--- config.mk ---
export PLATFORM = sky130hd
export DESIGN_NAME = uri_query_tokenizer_core_flat
export DESIGN_NICKNAME = d
export VERILOG_FILES = /design/src/rtl/core/uqt_pkg.sv /design/src/rtl/core/uqt_req_if.sv /design/src/rtl/core/uqt_rsp_if.sv /design/src/rtl/core/uri_query_tokenizer_core.sv /design/src/rtl/core/uqt_step.sv /design/src/rtl/core/uqt_out_reg.sv /design/src/flat_wrapper.sv
export SDC_FILE = /design/constraint.sdc
export NUM_CORES = 1
export LEC_CHECK = 0
export BUFFER_PORTS_ARGS = -buffer_cell sky130_fd_sc_hd__buf_2
export CORE_UTILIZATION = 57
export CTS_BUF_LIST = sky130_fd_sc_hd__clkbuf_4 sky130_fd_sc_hd__clkbuf_8
export DETAILED_ROUTE_END_ITERATION = 8
export GPL_ROUTABILITY_DRIVEN = 1
export PLACE_DENSITY = 0.78
export SETUP_SLACK_MARGIN = 0.2
export SYNTH_ARGS = -nofsm -noshare
export SYNTH_HDL_FRONTEND = slang
export SYNTH_SLANG_ARGS = --single-unit
export TNS_END_PERCENT = 1
--- constraint.sdc ---
create_clock -name clock -period 5.9 [get_ports clock]
set_input_delay 1.18 -clock clock [delete_from_list [all_inputs] [get_ports clock]]
set_output_delay 1.18 -clock clock [all_outputs]
set_load 0.02 [all_outputs]
--- src/rtl/core/uqt_pkg.sv ---
package uqt_pkg;

   localparam int unsigned ByteWidth   = 8;
   localparam int unsigned NibbleWidth = 4;
   localparam int unsigned KindWidth   = 2;
   localparam int unsigned StatusWidth = 2;

   // Delimiter characters.
   localparam logic [ByteWidth-1:0] CharQuestion = 8'h3F;
   localparam logic [ByteWidth-1:0] CharHash     = 8'h23;
   localparam logic [ByteWidth-1:0] CharEquals   = 8'h3D;
   localparam logic [ByteWidth-1:0] CharAmp      = 8'h26;
   localparam logic [ByteWidth-1:0] CharPercent  = 8'h25;

   // Byte returned when the low digit of an escape is not hex.
   localparam logic [ByteWidth-1:0] ByteBadEscape = 8'hFF;
   localparam logic [NibbleWidth-1:0] NibbleBad   = 4'hF;

   // Field kinds.
   localparam logic [KindWidth-1:0] KindPath   = 2'd0;
   localparam logic [KindWidth-1:0] KindAnchor = 2'd1;
   localparam logic [KindWidth-1:0] KindName   = 2'd2;
   localparam logic [KindWidth-1:0] KindValue  = 2'd3;

   // Status codes.
   localparam logic [StatusWidth-1:0] StatusOk        = 2'd0;
   localparam logic [StatusWidth-1:0] StatusBadHex    = 2'd1;
   localparam logic [StatusWidth-1:0] StatusTruncated = 2'd2;

   typedef enum logic [5:0] {
      MODE_PATH   = 6'b000001,
      MODE_ANCHOR = 6'b000010,
      MODE_NAME   = 6'b000100,
      MODE_VALUE  = 6'b001000,
      MODE_ESC1   = 6'b010000,
      MODE_ESC2   = 6'b100000
   } mode_type;

   typedef struct packed {
      mode_type               mode;
      logic [NibbleWidth-1:0] high_nibble;
      logic                   high_bad;
      logic                   expect_start;
   } parse_state_type;

   localparam parse_state_type StateReset = '{
      mode:         MODE_PATH,
      high_nibble:  '0,
      high_bad:     1'b0,
      expect_start: 1'b0
   };

   typedef struct packed {
      logic [KindWidth-1:0]   field_kind;
      logic                   byte_valid;
      logic [ByteWidth-1:0]   out_byte;
      logic                   param_start;
      logic [StatusWidth-1:0] status;
      logic                   out_last;
   } result_type;

   // Hex digit decode: bit 4 flags a byte that is not a hex digit.
   function automatic logic [NibbleWidth:0] hex_decode(input logic [ByteWidth-1:0] c);
      logic [ByteWidth-1:0] t;
      logic [NibbleWidth:0] r;
      t = '0;
      r = {1'b1, NibbleBad};
      if (c inside {[8'h30:8'h39]}) begin
         t = c - 8'h30;
         r = {1'b0, t[NibbleWidth-1:0]};
      end else if (c inside {[8'h61:8'h66]}) begin
         t = c - 8'h57;
         r = {1'b0, t[NibbleWidth-1:0]};
      end else if (c inside {[8'h41:8'h46]}) begin
         t = c - 8'h37;
         r = {1'b0, t[NibbleWidth-1:0]};
      end
      return r;
   endfunction

endpackage

--- src/rtl/core/uqt_req_if.sv ---
interface uqt_req_if import uqt_pkg::*; ();
   logic                 valid;
   logic                 ready;
   logic [ByteWidth-1:0] in_byte;
   logic                 in_last;

   modport source (output valid, output in_byte, output in_last, input ready);
   modport sink   (input valid, input in_byte, input in_last, output ready);
endinterface

--- src/rtl/core/uqt_rsp_if.sv ---
interface uqt_rsp_if import uqt_pkg::*; ();
   logic                   valid;
   logic                   ready;
   logic [KindWidth-1:0]   field_kind;
   logic                   byte_valid;
   logic [ByteWidth-1:0]   out_byte;
   logic                   param_start;
   logic [StatusWidth-1:0] status;
   logic                   out_last;

   modport source (output valid, output field_kind, output byte_valid, output out_byte,
                   output param_start, output status, output out_last, input ready);
   modport sink   (input valid, input field_kind, input byte_valid, input out_byte,
                   input param_start, input status, input out_last, output ready);
endinterface

--- src/rtl/core/uri_query_tokenizer_core.sv ---
// A result item is registered and appears in the cycle after its input item is accepted.
// Throughput: one item per cycle; the only limit is the single result register,
// which accepts a new item whenever it is empty or is being drained that cycle.
// Reset: synchronous, active high; the parser returns to path mode with no
// escape pending and the result register empties.
module uri_query_tokenizer_core import uqt_pkg::*; (
   input  logic      clock,
   input  logic      reset,
   uqt_req_if.sink   req,
   uqt_rsp_if.source rsp
);

   // The parse state register holds the mode plus the pending escape digit.
   // It is the input-side register: each accepted byte is combined with it
   // in one short block of logic and the outcome lands in the result register.
   parse_state_type state_ff, state_in;
   parse_state_type step_state;
   result_type      step_result;
   result_type      rsp_data;
   logic            rsp_valid;
   logic            accept;
   logic            take;

   // A new item may enter whenever the result register is free or is being
   // taken in this same cycle, so a continuous stream moves one item a cycle.
   assign take       = rsp_valid & rsp.ready;
   assign req.ready  = ~rsp_valid | rsp.ready;
   assign accept     = req.valid & req.ready;

   uqt_step u_step (
      .cur_state (state_ff),
      .in_byte   (req.in_byte),
      .in_last   (req.in_last),
      .nxt_state (step_state),
      .result    (step_result)
   );

   // The state only moves when an item is actually accepted.
   assign state_in = accept ? step_state : state_ff;

   always_ff @(posedge clock) begin
      if (reset) begin
         state_ff <= StateReset;
      end else begin
         state_ff <= state_in;
      end
   end

   uqt_out_reg u_out_reg (
      .clock     (clock),
      .reset     (reset),
      .load      (accept),
      .load_data (step_result),
      .take      (take),
      .out_valid (rsp_valid),
      .out_data  (rsp_data)
   );

   // Drive the result channel straight from the result register.
   assign rsp.valid       = rsp_valid;
   assign rsp.field_kind  = rsp_data.field_kind;
   assign rsp.byte_valid  = rsp_data.byte_valid;
   assign rsp.out_byte    = rsp_data.out_byte;
   assign rsp.param_start = rsp_data.param_start;
   assign rsp.status      = rsp_data.status;
   assign rsp.out_last    = rsp_data.out_last;

endmodule

--- src/rtl/core/uqt_step.sv ---
module uqt_step import uqt_pkg::*; (
   input  parse_state_type      cur_state,
   input  logic [ByteWidth-1:0] in_byte,
   input  logic                 in_last,
   output parse_state_type      nxt_state,
   output result_type           result
);

   logic [NibbleWidth:0] hex;

   assign hex = hex_decode(in_byte);

   always_comb begin
      parse_state_type ns;
      result_type      r;
      ns = cur_state;
      r.field_kind  = KindPath;
      r.byte_valid  = 1'b0;
      r.out_byte    = in_byte;
      r.param_start = 1'b0;
      r.status      = StatusOk;
      r.out_last    = in_last;

      case (cur_state.mode)
         MODE_ANCHOR: begin
            r.field_kind = KindAnchor;
            if (in_byte == CharQuestion) begin
               ns.mode         = MODE_NAME;
               ns.expect_start = 1'b1;
            end else begin
               r.byte_valid = 1'b1;
            end
         end
         MODE_NAME: begin
            r.field_kind    = KindName;
            r.param_start   = cur_state.expect_start;
            ns.expect_start = 1'b0;
            if (in_byte == CharEquals) begin
               ns.mode = MODE_VALUE;
            end else begin
               r.byte_valid = 1'b1;
            end
         end
         MODE_VALUE: begin
            r.field_kind = KindValue;
            if (in_byte == CharAmp) begin
               ns.mode         = MODE_NAME;
               ns.expect_start = 1'b1;
            end else if (in_byte == CharPercent) begin
               if (in_last) begin
                  r.status = StatusTruncated;
               end else begin
                  ns.mode = MODE_ESC1;
               end
            end else begin
               r.byte_valid = 1'b1;
            end
         end
         MODE_ESC1: begin
            r.field_kind = KindValue;
            if (in_last) begin
               r.status = StatusTruncated;
            end else begin
               ns.high_bad    = hex[NibbleWidth];
               ns.high_nibble = hex[NibbleWidth-1:0];
               ns.mode        = MODE_ESC2;
            end
         end
         MODE_ESC2: begin
            r.field_kind = KindValue;
            r.byte_valid = 1'b1;
            if (hex[NibbleWidth]) begin
               r.out_byte = ByteBadEscape;
               r.status   = StatusBadHex;
            end else begin
               r.out_byte = {cur_state.high_nibble, hex[NibbleWidth-1:0]};
               if (cur_state.high_bad) begin
                  r.status = StatusBadHex;
               end
            end
            ns.high_bad    = 1'b0;
            ns.high_nibble = '0;
            ns.mode        = MODE_VALUE;
         end
         default: begin
            // Path mode, and any code outside the one-hot set.
            r.field_kind = KindPath;
            if (in_byte == CharQuestion) begin
               ns.mode         = MODE_NAME;
               ns.expect_start = 1'b1;
            end else if (in_byte == CharHash) begin
               ns.mode = MODE_ANCHOR;
            end else begin
               r.byte_valid = 1'b1;
            end
         end
      endcase

      if (in_last) begin
         ns = StateReset;
      end

      nxt_state = ns;
      result    = r;
   end

endmodule

--- src/rtl/core/uqt_out_reg.sv ---
module uqt_out_reg import uqt_pkg::*; (
   input  logic       clock,
   input  logic       reset,
   input  logic       load,
   input  result_type load_data,
   input  logic       take,
   output logic       out_valid,
   output result_type out_data
);

   logic       valid_ff, valid_in;
   result_type data_ff;

   // Loading wins over taking, so a result taken and replaced in the same
   // cycle keeps the register full.
   assign valid_in = load | (valid_ff & ~take);

   always_ff @(posedge clock) begin
      if (reset) begin
         valid_ff <= 1'b0;
      end else begin
         valid_ff <= valid_in;
      end
   end

   always_ff @(posedge clock) begin
      if (load) begin
         data_ff <= load_data;
      end
   end

   assign out_valid = valid_ff;
   assign out_data  = data_ff;

endmodule

--- src/flat_wrapper.sv ---
// flat-port wrapper written by rule: the top's interface ports become plain ports
module uri_query_tokenizer_core_flat import uqt_pkg::*;
  (clock, reset, req_valid, req_in_byte, req_in_last, req_ready, rsp_valid, rsp_field_kind, rsp_byte_valid, rsp_out_byte, rsp_param_start, rsp_status, rsp_out_last, rsp_ready);
  uqt_req_if req_i ();
  uqt_rsp_if rsp_i ();
  input  logic clock;
  input  logic reset;
  input wire logic [$bits(req_i.valid)-1:0] req_valid;
  input wire logic [$bits(req_i.in_byte)-1:0] req_in_byte;
  input wire logic [$bits(req_i.in_last)-1:0] req_in_last;
  output wire logic [$bits(req_i.ready)-1:0] req_ready;
  output wire logic [$bits(rsp_i.valid)-1:0] rsp_valid;
  output wire logic [$bits(rsp_i.field_kind)-1:0] rsp_field_kind;
  output wire logic [$bits(rsp_i.byte_valid)-1:0] rsp_byte_valid;
  output wire logic [$bits(rsp_i.out_byte)-1:0] rsp_out_byte;
  output wire logic [$bits(rsp_i.param_start)-1:0] rsp_param_start;
  output wire logic [$bits(rsp_i.status)-1:0] rsp_status;
  output wire logic [$bits(rsp_i.out_last)-1:0] rsp_out_last;
  input wire logic [$bits(rsp_i.ready)-1:0] rsp_ready;
  assign req_i.valid = req_valid;
  assign req_i.in_byte = req_in_byte;
  assign req_i.in_last = req_in_last;
  assign req_ready = req_i.ready;
  assign rsp_valid = rsp_i.valid;
  assign rsp_field_kind = rsp_i.field_kind;
  assign rsp_byte_valid = rsp_i.byte_valid;
  assign rsp_out_byte = rsp_i.out_byte;
  assign rsp_param_start = rsp_i.param_start;
  assign rsp_status = rsp_i.status;
  assign rsp_out_last = rsp_i.out_last;
  assign rsp_i.ready = rsp_ready;
  uri_query_tokenizer_core u_core (.clock(clock), .reset(reset), .req(req_i), .rsp(rsp_i));
endmodule
==> results.json <==
{
  "synth_area_leaders": "edfxtp_1 28%, dfxtp_1 16%, ha_1 3.8%, nand2_1 3.7%, mux2i_1 2.5%",
  "synth.yosys.warnings": 0,
  "rsz0062_at_grt": "no",
  "layout_min_cycle_time_ns": 2.821,
  "antenna_found_initial": 0,
  "cts_setup_buffers": 0,
  "cts_buffers": 3,
  "required_ns": 4.72,
  "grt_max_degree": 17,
  "clkPwrFrac_pct": 31.8,
  "slew-limit-headroom_pct": 61.13,
  "status": "finished, final reports clean",
  "async_flop_share_pct": 0,
  "num_vias": 1355,
  "hpwl_um": 2535,
  "arrival_ns": 1.64,
  "yosysUniqueCellTypes": 58,
  "wl_per_cell_um": 14.93,
  "p_switching_uw": 91.44,
  "yosysSeqAreaShare_pct": 43.66,
  "fin_ws_ns": 3.079,
  "seqPwrFrac_pct": 55.0,
  "firstDrtPassIters": 4,
  "worst_setup_path_end_kind": "output port",
  "die_height_um": 55.44,
  "gp_congestion": 0.9814,
  "clk_pin_slew_ns": 0.14,
  "share_comb_of_total_power_pct": 13.2,
  "setup_viol": 0,
  "drtIter0Drc": 59,
  "port-buffer-count": 29,
  "drv_slew": 0,
  "ir_drop_mv": 0.1567,
  "viasPerCell": 6.076,
  "cts_root_buf": "clkbuf_4",
  "areaGrowthSynthToFinish_pct": 12.68,
  "tightest_slew_ns": 0.5825,
  "antennaDiodeCount": 0,
  "fillers": 206,
  "start_util_pct": 59.54,
  "grt_pass1_wl_um": 5658,
  "nets": 211,
  "synth_top_area_share_pct": 27.67,
  "rows": 19,
  "globalRouteOverflowTotal": 0,
  "power_density_nw_per_um2": 213.1,
  "intPower_uw": 299.4,
  "clk_latency_ns": 0.33,
  "critical_path_peak_fanout": 3,
  "cts_resized": 0,
  "yosysMostFrequentCell": "nand2_1",
  "syn_area_um2": 1628,
  "cts_tree": "yes",
  "globalRouteTotalUtil_pct": 23.33,
  "maxCapViolations": 0,
  "die_w_um": 55.44,
  "place_ws_ns": 2.893,
  "ys_dominant_reg_cell": "edfxtp_1",
  "grt_pass1_vias": 1226,
  "fin_setup_tns_ns": 0,
  "yosysTopAreaCell": "edfxtp_1",
  "synth_commonest_cells": "16 x nand2_1, 15 x edfxtp_1, 13 x dfxtp_1, 10 x nor2_1, 8 x inv_1",
  "period_share_pct": 47.82,
  "cts.hold.buffers_added": 0,
  "switching_share_pct": 23.40,
  "skew_ns": 0.01473,
  "core_um2": 2734,
  "leakage_uw": 0.0007295,
  "cts_sinks": 28,
  "hold_viol": 0,
  "timing.hold.ws_ns": 0.4918,
  "synth_edf_count": 15,
  "die_area_um2": 3074,
  "critical_path_class": "in -> out",
  "synthCells": 165,
  "ios": 30,
  "ant_nets": 0,
  "ys_ff_latch": 28,
  "wl_um": 3330,
  "synth_fp_nets": 183,
  "drive_gt1_share_pct": 23.96,
  "fmax_mhz": 354.4,
  "cts_buffer_depth": 2,
  "min_path_type": "reg -> reg",
  "r2r_setup_slack_ns": 3.69,
  "route.detailed.drc": 0,
  "syn_avg_cell_area_um2": 9.866,
  "cts-htree-levels": 1,
  "critPathLaunchType": "primary input"
}
==> path summary, 6_finish.rpt <==
check                     start             endpoint  cells past startpoint
max                   rsp_ready            req_ready                      3
min          u_core.state_ff[0]   u_core.state_ff[0]                      2
max reg2reg  u_core.state_ff[6]  u_core.state_ff[10]                      5
min reg2reg  u_core.state_ff[0]   u_core.state_ff[0]                      2
==> cell usage in the layout (no fill, tap or decap), types with 2 or more instances in the layout <==
cell       n
buf_2     29
nand2_1   16
edfxtp_1  15
dfxtp_1   13
nor2_1    10
inv_1      8
nand2b_1   6
and2_1     5
a21oi_1    5
ha_1       5
nand3_1    4
nor3_1     4
o22a_1     4
a22oi_1    4
mux2i_1    4
nor4_1     3
nor2b_1    3
o21ai_1    3
clkbuf_4   3
or2_1      2
o311ai_1   2
nor3b_1    2
nand4b_1   2
and3_1     2
a21o_1     2
a31o_1     2
a31oi_1    2
o21ai_0    2
o211ai_1   2
==> routing by layer <==
metal | up-vias | GRT usage [%] | routed length (um) | part of all wire (%)
met1 | 627 | 33.74 | 1523 | 46
met5 | - | 0 | 0 | 0
met2 | 59 | 37.01 | 1544 | 46
li1 | 667 | - | - | -
met4 | 0 | 6.429 | 14 | 0.42
met3 | 2 | 2.810 | 247 | 7.4
==> layout make-up <==
class	count	area (um^2)	share of cell area, %
clock inverters	1	30.03	1.637
inverters	9	33.78	1.842
multi-input cells	122	853.3	46.52
well taps	31	38.79	2.115
clock buffers	3	22.52	1.228
flip-flops and latches	28	710.7	38.74
repair buffers	29	145.1	7.913
==> power by group through the flow <==
stage / sequential (uW) / combinational [uW] / clock (uW)
2_1_floorplan: 227 / 27.3 / 0
3_3_place_gp: 219 / 50.6 / 0
3_5_place_dp: 219 / 51.1 / 0
4_1_cts: 215 / 51.3 / 128
5_1_grt: 216 / 56.3 / 136
6_report: 215 / 51.7 / 124
==> per-stage QoR <==
step / instances / utilization, % / cell area (um^2) / power, uW
finish: 223 / 67.09 / 1834 / 390.8
detailed placement: 219 / 65.17 / 1782 / 270.4
CTS: 223 / 67.09 / 1834 / 394.3
global route: 223 / 67.09 / 1834 / 407.6
floorplan: 165 / - / 1628 / 254.0
global placement: 219 / 65.17 / 1782 / 269.6
==> worst max-delay path: stages <==
cell and delay (ns):
buf_2 0.09, nand2b_2 0.20, buf_2 0.17
==> cell families (layout without fill, tap and decap cells) <==
logic type	Yosys count	in the layout	synth area share, %
simple gates	72	72	25.37
compound gates	38	38	18.60
flops	28	28	43.66
buf+inv	15	42	3.920
mux	6	6	4.074
fa+ha+maj	5	5	3.843
xor+xnor	1	1	0.5381
==> flip-flops by register name (all words and copies together) (netlist names) <==
register	count
u_core.u_out_reg.out_valid	1
u_core.state_ff	12
u_core.u_out_reg.out_data	15
No activity file was read; power rests on OpenSTA's default activity.
